`config.mk`:
```
export PLATFORM = sky130hd
export DESIGN_NAME = s_expression_tokenizer_core
export DESIGN_NICKNAME = d
export VERILOG_FILES = /design/src/design/sxt_pkg.sv /design/src/design/s_expression_tokenizer_core.sv
export SDC_FILE = /design/constraint.sdc
export NUM_CORES = 1
export LEC_CHECK = 0
export BUFFER_PORTS_ARGS = -buffer_cell sky130_fd_sc_hd__buf_2
export CORE_AREA = 2 2 147 149
export DETAILED_ROUTE_END_ITERATION = 6
export DIE_AREA = 0 0 149 151
export PLACE_DENSITY = 0.66
export SETUP_SLACK_MARGIN = 0.3
export SLEW_MARGIN = 20
export SYNTH_ARGS = -nofsm -noshare
export SYNTH_HDL_FRONTEND = slang
export SYNTH_SLANG_ARGS = --single-unit
```
`constraint.sdc`:
```
create_clock -name clk -period 11 [get_ports clk]
set_input_delay 0.55 -clock clk [delete_from_list [all_inputs] [get_ports clk]]
set_output_delay 0.55 -clock clk [all_outputs]
set_load 0.005 [all_outputs]
```
`src/design/sxt_pkg.sv`:
```
// Shared types, token codes and character classes for the s-expression tokenizer.
`timescale 1ns / 1ps

package sxt_pkg;

    typedef enum logic [2:0] {
        KIND_LPAREN = 3'd0,
        KIND_RPAREN = 3'd1,
        KIND_INT    = 3'd2,
        KIND_ID     = 3'd3,
        KIND_END    = 3'd4,
        KIND_ERROR  = 3'd5
    } token_kind_t;

    typedef enum logic [1:0] {
        MODE_IDLE = 2'd0,
        MODE_INT  = 2'd1,
        MODE_ID   = 2'd2
    } scan_mode_t;

    typedef struct packed {
        token_kind_t kind;
        logic [15:0] start;
        logic [15:0] length;
        logic        last;
    } token_t;

    localparam logic [7:0] CHAR_LPAREN     = 8'h28;
    localparam logic [7:0] CHAR_RPAREN     = 8'h29;
    localparam logic [7:0] CHAR_UNDERSCORE = 8'h5F;

    function automatic logic is_space(input logic [7:0] c);
        return (c == 8'h20) || (c inside {[8'h09:8'h0D]});
    endfunction

    function automatic logic is_digit(input logic [7:0] c);
        return c inside {[8'h30:8'h39]};
    endfunction

    // letters, operator symbols $ % & * + - . / : < = > ? ^ | ~ and underscore
    function automatic logic is_id_first(input logic [7:0] c);
        return (c inside {[8'h61:8'h7A]}) || (c inside {[8'h41:8'h5A]}) ||
               (c inside {8'h24, 8'h25, 8'h26, 8'h2A, 8'h2B, 8'h2D, 8'h2E, 8'h2F,
                          8'h3A, 8'h3C, 8'h3D, 8'h3E, 8'h3F, 8'h5E, 8'h7C, 8'h7E}) ||
               (c == CHAR_UNDERSCORE);
    endfunction

    function automatic logic is_id_rest(input logic [7:0] c);
        return is_id_first(c) || is_digit(c);
    endfunction

endpackage

```
`src/design/s_expression_tokenizer_core.sv`:
```
// Top level of the s-expression tokenizer: byte classification, scan state and token buffer.
`timescale 1ns / 1ps

// Streaming s-expression lexer. Each input word carries one source byte (or none)
// and an end-of-source flag; each output word is one token with kind, start offset,
// length and a flag marking the last token caused by that input word. An input word
// is classified and the scan state updated in the cycle it is accepted; its tokens
// (zero to three) land in a three-entry output buffer. A new word is taken when the
// buffer is empty or holds one token being taken in the same cycle, so with out_ready
// high the buffer drains one token per cycle and a stream giving at most one token
// per byte runs at one byte per cycle; a word giving more holds the input until its
// last token is taken. Offsets, OFFSET_BITS wide, saturate at 2^OFFSET_BITS - 1; the
// token_start and token_length ports show their low 16 bits. End of source flushes
// any open token, emits an end token and restarts offsets at zero.
module s_expression_tokenizer_core #(
    parameter int OFFSET_BITS = 16
) (
    input  logic        clk,
    input  logic        rst_n,
    input  logic        in_valid,
    output logic        in_ready,
    input  logic [7:0]  data_byte,
    input  logic        byte_present,
    input  logic        end_of_source,
    output logic        out_valid,
    input  logic        out_ready,
    output logic [2:0]  token_kind,
    output logic [15:0] token_start,
    output logic [15:0] token_length,
    output logic        last_of_run
);

    localparam int SLOTS = 3;
    localparam int CANDS = 4;

    function automatic logic [15:0] to_port(input logic [OFFSET_BITS-1:0] v);
        logic [OFFSET_BITS+15:0] w;
        w = {16'b0, v};
        return w[15:0];
    endfunction

    sxt_pkg::scan_mode_t    mode_reg, mode_next;
    logic [OFFSET_BITS-1:0] open_start_reg, open_start_next;
    logic [OFFSET_BITS-1:0] offset_reg, offset_next;
    logic [1:0]             count_reg, count_next;
    sxt_pkg::token_t        slot_reg [SLOTS];
    sxt_pkg::token_t        slot_next [SLOTS];

    logic accept, pop;

    // per-byte decode
    logic                   ends_open;
    sxt_pkg::scan_mode_t    mode_a, mode_b;
    logic [OFFSET_BITS-1:0] start_b, offset_after;
    logic                   byte_tok;
    sxt_pkg::token_kind_t   byte_kind;

    sxt_pkg::token_t cand [CANDS];
    logic [CANDS-1:0] cand_v;
    logic [1:0]       n_tok;

    assign out_valid = (count_reg != 2'd0);
    assign pop       = out_valid && out_ready;
    assign in_ready  = (count_reg == 2'd0) || ((count_reg == 2'd1) && out_ready);
    assign accept    = in_valid && in_ready;

    assign token_kind   = slot_reg[0].kind;
    assign token_start  = slot_reg[0].start;
    assign token_length = slot_reg[0].length;
    assign last_of_run  = slot_reg[0].last;

    // next state
    always_comb
    begin
        ends_open    = 1'b0;
        mode_a       = mode_reg;
        mode_b       = mode_reg;
        start_b      = open_start_reg;
        offset_after = offset_reg;
        byte_tok     = 1'b0;
        byte_kind    = sxt_pkg::KIND_ERROR;
        if (byte_present)
        begin
            case (mode_reg)
                sxt_pkg::MODE_INT: ends_open = !sxt_pkg::is_digit(data_byte);
                sxt_pkg::MODE_ID:  ends_open = !sxt_pkg::is_id_rest(data_byte);
                default:           ends_open = 1'b0;
            endcase
            mode_a = ends_open ? sxt_pkg::MODE_IDLE : mode_reg;
            if (mode_a != sxt_pkg::MODE_INT && mode_a != sxt_pkg::MODE_ID)
                mode_a = sxt_pkg::MODE_IDLE;
            mode_b = mode_a;
            if (mode_a == sxt_pkg::MODE_IDLE)
            begin
                if (sxt_pkg::is_space(data_byte))
                begin
                    byte_tok = 1'b0;
                end
                else if (data_byte == sxt_pkg::CHAR_LPAREN)
                begin
                    byte_tok  = 1'b1;
                    byte_kind = sxt_pkg::KIND_LPAREN;
                end
                else if (data_byte == sxt_pkg::CHAR_RPAREN)
                begin
                    byte_tok  = 1'b1;
                    byte_kind = sxt_pkg::KIND_RPAREN;
                end
                else if (sxt_pkg::is_digit(data_byte))
                begin
                    mode_b  = sxt_pkg::MODE_INT;
                    start_b = offset_reg;
                end
                else if (sxt_pkg::is_id_first(data_byte))
                begin
                    mode_b  = sxt_pkg::MODE_ID;
                    start_b = offset_reg;
                end
                else
                begin
                    byte_tok  = 1'b1;
                    byte_kind = sxt_pkg::KIND_ERROR;
                end
            end
            if (offset_reg != {OFFSET_BITS{1'b1}})
                offset_after = offset_reg + OFFSET_BITS'(1);
        end

        mode_next       = mode_reg;
        open_start_next = open_start_reg;
        offset_next     = offset_reg;
        if (accept)
        begin
            if (end_of_source)
            begin
                mode_next       = sxt_pkg::MODE_IDLE;
                open_start_next = '0;
                offset_next     = '0;
            end
            else
            begin
                mode_next       = mode_b;
                open_start_next = start_b;
                offset_next     = offset_after;
            end
        end
    end

    // tokens of the accepted word, in emission order
    always_comb
    begin
        logic [1:0] idx;
        idx = 2'd0;

        cand[0].kind   = (mode_reg == sxt_pkg::MODE_INT) ? sxt_pkg::KIND_INT
                                                         : sxt_pkg::KIND_ID;
        cand[0].start  = to_port(open_start_reg);
        cand[0].length = to_port(offset_reg - open_start_reg);
        cand[0].last   = 1'b0;
        cand_v[0]      = ends_open;

        cand[1].kind   = byte_kind;
        cand[1].start  = to_port(offset_reg);
        cand[1].length = 16'd1;
        cand[1].last   = 1'b0;
        cand_v[1]      = byte_tok;

        cand[2].kind   = (mode_b == sxt_pkg::MODE_INT) ? sxt_pkg::KIND_INT
                                                       : sxt_pkg::KIND_ID;
        cand[2].start  = to_port(start_b);
        cand[2].length = to_port(offset_after - start_b);
        cand[2].last   = 1'b0;
        cand_v[2]      = end_of_source &&
                         (mode_b == sxt_pkg::MODE_INT || mode_b == sxt_pkg::MODE_ID);

        cand[3].kind   = sxt_pkg::KIND_END;
        cand[3].start  = to_port(offset_after);
        cand[3].length = 16'd0;
        cand[3].last   = 1'b0;
        cand_v[3]      = end_of_source;

        for (int s = 0; s < SLOTS; s++)
            slot_next[s] = cand[3];

        for (int i = 0; i < CANDS; i++)
        begin
            if (cand_v[i])
            begin
                case (idx)
                    2'd0:    slot_next[0] = cand[i];
                    2'd1:    slot_next[1] = cand[i];
                    2'd2:    slot_next[2] = cand[i];
                    default: slot_next[2] = cand[i];
                endcase
                idx = idx + 2'd1;
            end
        end
        n_tok = idx;

        case (n_tok)
            2'd1:    slot_next[0].last = 1'b1;
            2'd2:    slot_next[1].last = 1'b1;
            2'd3:    slot_next[2].last = 1'b1;
            default: slot_next[0].last = 1'b0;
        endcase

        if (accept)
            count_next = n_tok;
        else if (pop)
            count_next = count_reg - 2'd1;
        else
            count_next = count_reg;
    end

    always_ff @(posedge clk or negedge rst_n)
    begin
        if (!rst_n)
        begin
            mode_reg       <= sxt_pkg::MODE_IDLE;
            open_start_reg <= '0;
            offset_reg     <= '0;
            count_reg      <= 2'd0;
        end
        else
        begin
            mode_reg       <= mode_next;
            open_start_reg <= open_start_next;
            offset_reg     <= offset_next;
            count_reg      <= count_next;
        end
    end

    always_ff @(posedge clk)
    begin
        if (accept)
        begin
            for (int s = 0; s < SLOTS; s++)
                slot_reg[s] <= slot_next[s];
        end
        else if (pop)
        begin
            for (int s = 0; s < SLOTS - 1; s++)
                slot_reg[s] <= slot_reg[s+1];
        end
    end

endmodule
```
==> results.py, run 1 <==
metrics = {
    "run_status": {
        "status": "finished, final reports clean",
    },
    "global_route": {
        "grt_pass1_wl_mm": 46.8,
        "overflow": 0,
        "grt_util_all_layers_pct": 27.6,
        "grt_pass1_vias": 8095,
        "antenna_found_initial": 0,
        "grt_max_degree": 73,
    },
    "finish": {
        "syn_to_final_growth_pct": 6.94,
        "nets": 1172,
        "drive_gt1_share_pct": 11.1,
        "largest_reg_flops": 108,
        "fin_cells": 1400,
        "final_core_util_pct": 52.6,
        "diodes": 0,
    },
    "timing": {
        "clock.fmax_mhz": 149,
        "slew_violations": 0,
        "worstMarginPinSlew_ns": 1.12,
        "slew_headroom_pct": 24.6,
        "rsz0062_at_grt": "no",
        "fin_crit_ns": 6.69,
        "finalCritPeriodShare_pct": 60.8,
        "setup_viol": 0,
        "worst_clock_skew_ns": 0.0103,
        "hold_violations": 0,
        "fin_tns_setup_ns": 0,
    },
    "critical_path": {
        "startpoint_type": "input port",
        "crit_type": "in2reg",
        "worstPathArrival_ns": 6.95,
        "setup.worst_path.start": "data_byte[7]",
        "rr_endpoint": "slot_reg[0][7]",
        "r2r_setup_slack_ns": 4.73,
        "r2r-start": "mode_reg[1]",
        "path_max_fanout": 17,
        "rr_worst_depth": 21,
        "endpoint": "slot_reg[0][7]",
        "worstSetupEndpointType": "flop",
        "required_ns": 11.26,
    },
    "flow_run": {
        "cap_viol_max_count": 0,
    },
    "die": {
        "die_area_um2": 22500,
        "coreArea_um2": 20800,
        "die_h_um": 151,
        "rows": 53,
        "io-pin-count": 52,
        "initial_utilization_pct": 49.2,
        "chipWidth_um": 149,
    },
    "power": {
        "p_per_area_nw_per_um2": 303,
        "vdd_ir_drop_max_mv": 0.305,
        "p_leak_nw": 4.29,
    },
    "drt": {
        "drtIter0Drc": 1018,
        "top_layer": "met4",
        "avgViaCountPerCell": 6.30,
        "vias": 8816,
        "dr_wl_met3_mm": 2.89,
        "totalWireLength_mm": 30.1,
        "wl_met1_mm": 12.8,
        "drt.antenna.violating_nets": 0,
        "wl_per_cell_um": 21.5,
        "dr.pass1.iters": 6,
        "drc": 0,
        "wl_met2_mm": 13.3,
    },
    "synthesis": {
        "postSynthAreaPerCell_um2": 8.96,
        "synth-seq-area-share_pct": 40.5,
        "synthDistinctLibCells": 89,
        "synthMuxAreaShare_pct": 1.83,
        "synth_nets": 1202,
        "synthAdderAreaFrac_pct": 5.83,
        "synth_simple_gate_area_share_pct": 16.0,
        "synth_compound_area_share_pct": 23.9,
        "syn_area_um2": 10200,
        "yosysTopAreaCell": "edfxtp_1",
        "synth_warnings": 0,
        "synth_xor_xnor_area_share_pct": 4.53,
        "yosys.area.top_type_share_pct": 31.7,
        "ys_ff_latch": 144,
        "synthFlopType": "edfxtp_1",
        "async_flop_share_pct": 25.0,
        "synth_area_leaders": "edfxtp_1 32%, dfrtp_1 8.8%, ha_1 5.1%",
        "synth_edf_count": 108,
        "synth_top_family_by_area": "compound AO/OA/AOI/OAI gates",
        "syn_inst": 1143,
    },
    "placement": {
        "gp_congestion": 0.971,
        "placedCellCount": 1369,
        "hpwl_mm": 20.8,
        "numPortBuffers": 51,
    },
    "clocking": {
        "h-tree-depth": 4,
        "cts_tree": "built",
        "clkSinkCount": 144,
        "clock_path_buffers": 2,
        "path_clk_slew_ns": 0.06,
        "ctsHoldBuffers": 0,
        "cts.repair.resized": 0,
        "cts_setup_buffers": 0,
        "clk_latency_ns": 0.44,
        "cts_made_buffers": 17,
        "cts-root-buf": "clkbuf_16",
    },
    "worst_hold_path": {
        "hp-class": "in2async",
    },
}
[placed cells by master, fill, tap and decap left out, drive strengths merged, types with 7 or more instances in the layout]
| cell type | synthesis | routed |
|---|---|---|
| mux2i | 15 | 15 |
| buf | 55 | 63 |
| and2 | 12 | 12 |
| nor3 | 19 | 19 |
| xnor2 | 29 | 29 |
| nand3 | 17 | 17 |
| inv | 49 | 49 |
| o211ai | 16 | 16 |
| nor2b | 11 | 11 |
| nor2 | 123 | 123 |
| nand4 | 7 | 7 |
| a31oi | 13 | 13 |
| xor2 | 24 | 24 |
| clkinv | 0 | 8 |
| dfrtp | 36 | 36 |
| ha | 42 | 42 |
| o22ai | 31 | 31 |
| a21oi | 96 | 96 |
| a21o | 10 | 10 |
| nand2b | 9 | 9 |
| a22o | 10 | 10 |
| a221oi | 11 | 11 |
| a22oi | 12 | 12 |
| nand2 | 131 | 131 |
| a211oi | 9 | 9 |
| clkbuf | 57 | 18 |
| o31ai | 10 | 10 |
| edfxtp | 108 | 108 |
| o21ai | 94 | 94 |
[kinds of logic after synthesis]
| kind of cell | after synthesis |
|---|---|
| simple gates | 357 |
| compound gates | 364 |
| flops | 144 |
| mux | 18 |
| buf+inv | 161 |
| xor+xnor | 53 |
| fa+ha+maj | 46 |
[routing by layer]
metal / global-route usage [%] / vias to the layer above
li1: - / 4061
met1: 38.7 / 4171
met2: 42.2 / 515
met3: 4.67 / 69
met4: 12.0 / 0
met5: 0 / -
[worst min-delay path by stage]
| stage | from | to | slack (ns) |
|---|---|---|---|
| 2_1_floorplan | rst_n | count_reg[0] | 0.25 |
| 3_3_place_gp | slot_reg[1][34] | slot_reg[0][70] | 0.49 |
| 3_5_place_dp | slot_reg[1][34] | slot_reg[0][70] | 0.50 |
| 4_1_cts | rst_n | offset_reg[15] | 0.29 |
| 5_1_grt | rst_n | offset_reg[6] | 0.33 |
| 6_report | rst_n | offset_reg[6] | 0.29 |
[per-stage QoR]
stage | hold WS [ns] | area, um^2 | total power [W] | setup WS [ns]
final | 0.288 | 10900 | 0.00332 | 4.31
after global routing | 0.335 | 10900 | 0.00353 | 3.76
after CTS | 0.288 | 10900 | 0.00330 | 4.33
after detailed placement | 0.501 | 10400 | 0.00268 | 3.90
after global placement | 0.486 | 10400 | 0.00267 | 4.06
after floorplan | 0.254 | 10200 | 0.00224 | 5.07
[layout make-up]
type	count	area [um^2]
Inverter	49	185
Timing Repair Buffer	63	345
Multi-Input combinational cell	838	5330
Clock buffer	18	429
Fill cell	1982	9870
Clock inverter	13	169
Sequential cell	144	4140
Tap cell	275	344
[where the power goes]
| part | switching (W) | leakage, nW | total, W | internal (W) |
|---|---|---|---|---|
| Sequential | 0.000105 | 1.50 | 0.000964 | 0.000859 |
| Clock | 0.000236 | 0.288 | 0.000611 | 0.000374 |
| Combinational | 0.00114 | 2.50 | 0.00175 | 0.000607 |
[critical path: stages]
cell and delay [ns]:
buf_2 0.12, nand2b_1 0.23, a2111oi_1 0.62, a211oi_1 0.16, a41oi_1 0.24, or3_1 0.19, nand2_1 0.09, ha_1 0.33
o31ai_4 0.10, a21oi_1 0.28, nand2_1 0.09, a221oi_1 0.23, a21oi_1 0.09, ha_1 0.29, nor2b_1 0.49, fa_1 0.37
inv_1 0.13, ha_1 0.22, and2_1 0.46, nor2_1 0.93, nand2_1 0.42, o21ai_0 0.31
[synth_stat cells, types with 7 or more instances]
cell / instances
a221oi_1: 11
buf_1: 7
o211ai_1: 15
ha_1: 42
o31ai_1: 9
nand2_1: 131
a21oi_1: 94
nand3_1: 16
edfxtp_1: 108
xnor2_1: 29
a22o_1: 10
inv_1: 47
clkbuf_1: 57
mux2i_1: 15
o21ai_1: 11
nor3_1: 16
nor2_1: 123
a22oi_1: 12
a21o_1: 10
a211oi_1: 8
dfrtp_1: 36
buf_2: 10
buf_4: 37
xor2_1: 24
nor2b_1: 11
a31oi_1: 12
and2_1: 12
o22ai_1: 30
o21ai_0: 83
nand2b_1: 9
Note: power is estimated with default switching activity, not from simulation.
==> run 2: changes to the inputs <==
--- a/config.mk
+++ b/config.mk
@@ -5,11 +5,12 @@
 export SDC_FILE = /design/constraint.sdc
 export NUM_CORES = 1
 export LEC_CHECK = 0
+export ABC_AREA = 1
 export BUFFER_PORTS_ARGS = -buffer_cell sky130_fd_sc_hd__buf_2
-export CORE_AREA = 2 2 147 149
+export CORE_AREA = 2 2 148 150
 export DETAILED_ROUTE_END_ITERATION = 6
-export DIE_AREA = 0 0 149 151
-export PLACE_DENSITY = 0.66
+export DIE_AREA = 0 0 150 152
+export PLACE_DENSITY = 0.69
 export SETUP_SLACK_MARGIN = 0.3
 export SLEW_MARGIN = 20
 export SYNTH_ARGS = -nofsm -noshare
==> constraint.sdc (replaced) <==
create_clock -name clk -period 5.5 [get_ports clk]
set_input_delay 0.275 -clock clk [delete_from_list [all_inputs] [get_ports clk]]
set_output_delay 0.275 -clock clk [all_outputs]
set_load 0.005 [all_outputs]
==> results.py, run 2 <==
metrics = {
    "timing": {
        "rsz0062_at_grt": "no",
        "finalCritPeriodShare_pct": 86.8,
        "fin_crit_ns": 4.77,
        "hold_violations": 0,
        "slew_violations": 0,
        "worstMarginPinSlew_ns": 1.05,
        "worst_clock_skew_ns": 0.0126,
        "slew_headroom_pct": 30.3,
        "setup_viol": 0,
        "fin_tns_setup_ns": 0,
        "clock.fmax_mhz": 210,
    },
    "drt": {
        "avgViaCountPerCell": 5.90,
        "wl_per_cell_um": 19.7,
        "dr.pass1.iters": 6,
        "drc": 0,
        "drtIter0Drc": 1232,
        "totalWireLength_mm": 32.5,
        "drt.antenna.violating_nets": 0,
        "vias": 9729,
    },
    "critical_path": {
        "required_ns": 5.80,
        "worstPathArrival_ns": 5.08,
        "cp_common_cell": "inv_1",
        "r2r-start": "mode_reg[1]",
        "crit_slowest_cell": "fa_1",
        "worst-path-buf-inv": 7,
        "r2r_setup_slack_ns": 0.73,
        "rr_worst_depth": 27,
        "cp_top_family": "adder cells",
        "rr_endpoint": "slot_reg[0][7]",
        "worstSetupEndpointType": "flop",
        "path_max_fanout": 9,
        "slowest_delay_ns": 0.60,
        "crit_type": "reg2reg",
        "startpoint_type": "flop",
    },
    "flow_run": {
        "cap_viol_max_count": 0,
    },
    "die": {
        "die_area_um2": 22800,
        "rows": 54,
        "io-pin-count": 52,
        "coreArea_um2": 21400,
        "die_h_um": 152,
        "chipWidth_um": 150,
        "initial_utilization_pct": 48.7,
    },
    "power": {
        "p_per_area_nw_per_um2": 668,
        "p_leak_nw": 5.19,
        "total_power_w": 0.00756,
        "vdd_ir_drop_max_mv": 0.335,
    },
    "synthesis": {
        "ys_ff_latch": 144,
        "synth_top_family_by_area": "simple AND/OR/NAND/NOR gates",
        "synth_xor_xnor_area_share_pct": 2.52,
        "synthFlopType": "edfxtp_1",
        "synthAdderAreaFrac_pct": 5.64,
        "synthMuxAreaShare_pct": 0,
        "syn_inst": 1341,
        "synth-seq-area-share_pct": 39.9,
        "synthDistinctLibCells": 53,
        "synth_simple_gate_area_share_pct": 23.3,
        "yosys.area.top_type_share_pct": 31.2,
        "synth_compound_area_share_pct": 18.0,
        "synth_warnings": 0,
        "synth_nets": 1400,
        "post-synth-top-count-cell": "nand2_1",
        "synth_common_cells": "337 x nand2_1, 142 x inv_1, 117 x o21ai_0, 108 x edfxtp_1, 89 x nor2_1",
        "synth_edf_count": 108,
        "async_flop_share_pct": 25.0,
        "syn_area_um2": 10400,
        "synth_area_leaders": "edfxtp_1 31%, nand2_1 12%, dfrtp_1 8.7%",
        "postSynthAreaPerCell_um2": 7.75,
        "yosysTopAreaCell": "edfxtp_1",
    },
    "placement": {
        "numPortBuffers": 51,
        "hpwl_mm": 22.8,
        "gp_congestion": 0.946,
        "placedCellCount": 1613,
    },
    "clocking": {
        "clkSinkCount": 144,
        "clock_path_buffers": 2,
        "cts-root-buf": "clkbuf_16",
        "cts_tree": "built",
        "path_clk_slew_ns": 0.07,
        "h-tree-depth": 4,
        "clk_latency_ns": 0.43,
        "cts_made_buffers": 17,
    },
    "global_route": {
        "overflow": 0,
        "antenna_found_initial": 1,
        "grt_util_all_layers_pct": 28.7,
        "grt_max_degree": 88,
        "grt_pass1_vias": 9069,
        "grt_pass1_wl_mm": 50.6,
    },
    "finish": {
        "fillerInstances": 2058,
        "diodes": 0,
        "largest_reg_flops": 108,
        "syn_to_final_growth_pct": 8.90,
        "nets": 1415,
        "layout_commonest_cell": "nand2_1",
        "final_cell_mix": "334 x nand2_1, 140 x inv_1, 117 x o21ai_0",
        "fin_cells": 1649,
        "drive_gt1_share_pct": 13.3,
    },
    "worst_hold_path": {
        "hp-class": "in2async",
    },
    "run_status": {
        "status": "finished, final reports clean",
    },
}
[run 2: layout make-up]
| type | instances | area [um^2] | share of cell area [%] |
|---|---|---|---|
| Clock inverter | 14 | 148 | 1.31 |
| Multi-Input combinational cell | 953 | 5160 | 45.6 |
| Tap cell | 280 | 350 | 3.10 |
| Clock buffer | 18 | 429 | 3.79 |
| Inverter | 159 | 604 | 5.34 |
| Sequential cell | 144 | 4140 | 36.6 |
| Timing Repair Buffer | 81 | 480 | 4.25 |
[run 2: worst max-delay path by stage]
stage | start | end | cells after the start
after floorplan | data_byte[2] | slot_reg[0][19] | 35
after global placement | data_byte[7] | slot_reg[0][18] | 32
after detailed placement | data_byte[1] | slot_reg[0][27] | 32
after CTS | mode_reg[1] | slot_reg[0][27] | 28
after global routing | data_byte[1] | slot_reg[0][43] | 31
final | mode_reg[1] | slot_reg[0][7] | 27
[run 2: cell families after synthesis]
group | after synthesis
AO/OA/AOI/OAI | 321
XOR/XNOR | 29
adder cells (fa/ha/maj) | 45
buffers and inverters | 244
flip-flops | 144
AND/OR/NAND/NOR | 558
[run 2: routing by layer]
metal	track usage (%)	share of wire, %
met5	0	0
met2	44.1	46
met3	5.53	9.7
met4	13.2	3.8
met1	39.1	41
[run 2: worst reg2reg max path, stage by stage, from the launching register on]
cell      delay (ns)
dfrtp_1         0.37
inv_1           0.09
ha_1            0.21
o21bai_1        0.16
nand2_1         0.15
inv_1           0.08
nor2_1          0.14
inv_1           0.06
ha_1            0.27
inv_1           0.03
nor2_1          0.08
nand2_1         0.10
nor2_1          0.14
nand2_1         0.09
a21oi_1         0.14
a21oi_1         0.08
ha_1            0.35
nor2_2          0.08
fa_1            0.60
inv_1           0.06
ha_1            0.19
nand2_1         0.08
inv_1           0.06
nor2_1          0.14
clkinv_1        0.38
a211oi_1        0.34
o21ai_0         0.12
nand2_1         0.07
[run 2: report_power, final]
group / total [W] / switching (W) / internal, W
Combinational: 0.00441 / 0.00300 / 0.00141
Sequential: 0.00197 / 0.000195 / 0.00178
Clock: 0.00117 / 0.000530 / 0.000640
[run 2: repair_timing]
| action | CTS | global route |
|---|---|---|
| setup buffers | 0 | 4 |
| gates resized for setup | 0 | 6 |
| hold buffers | 0 | 0 |
| setup endpoints to repair | 0 | 15 |
[run 2: stage by stage]
stage,instance area [um^2],utilization (%),setup slack (ns),hold slack [ns]
2_1_floorplan,10400,-,0.715,-0.0206
3_3_place_gp,10700,50.1,0.468,0.491
3_5_place_dp,10700,50.1,0.301,0.490
4_1_cts,11300,52.8,0.709,0.0307
5_1_grt,11300,53.0,0.312,0.0733
6_report,11300,53.0,0.728,0.0269
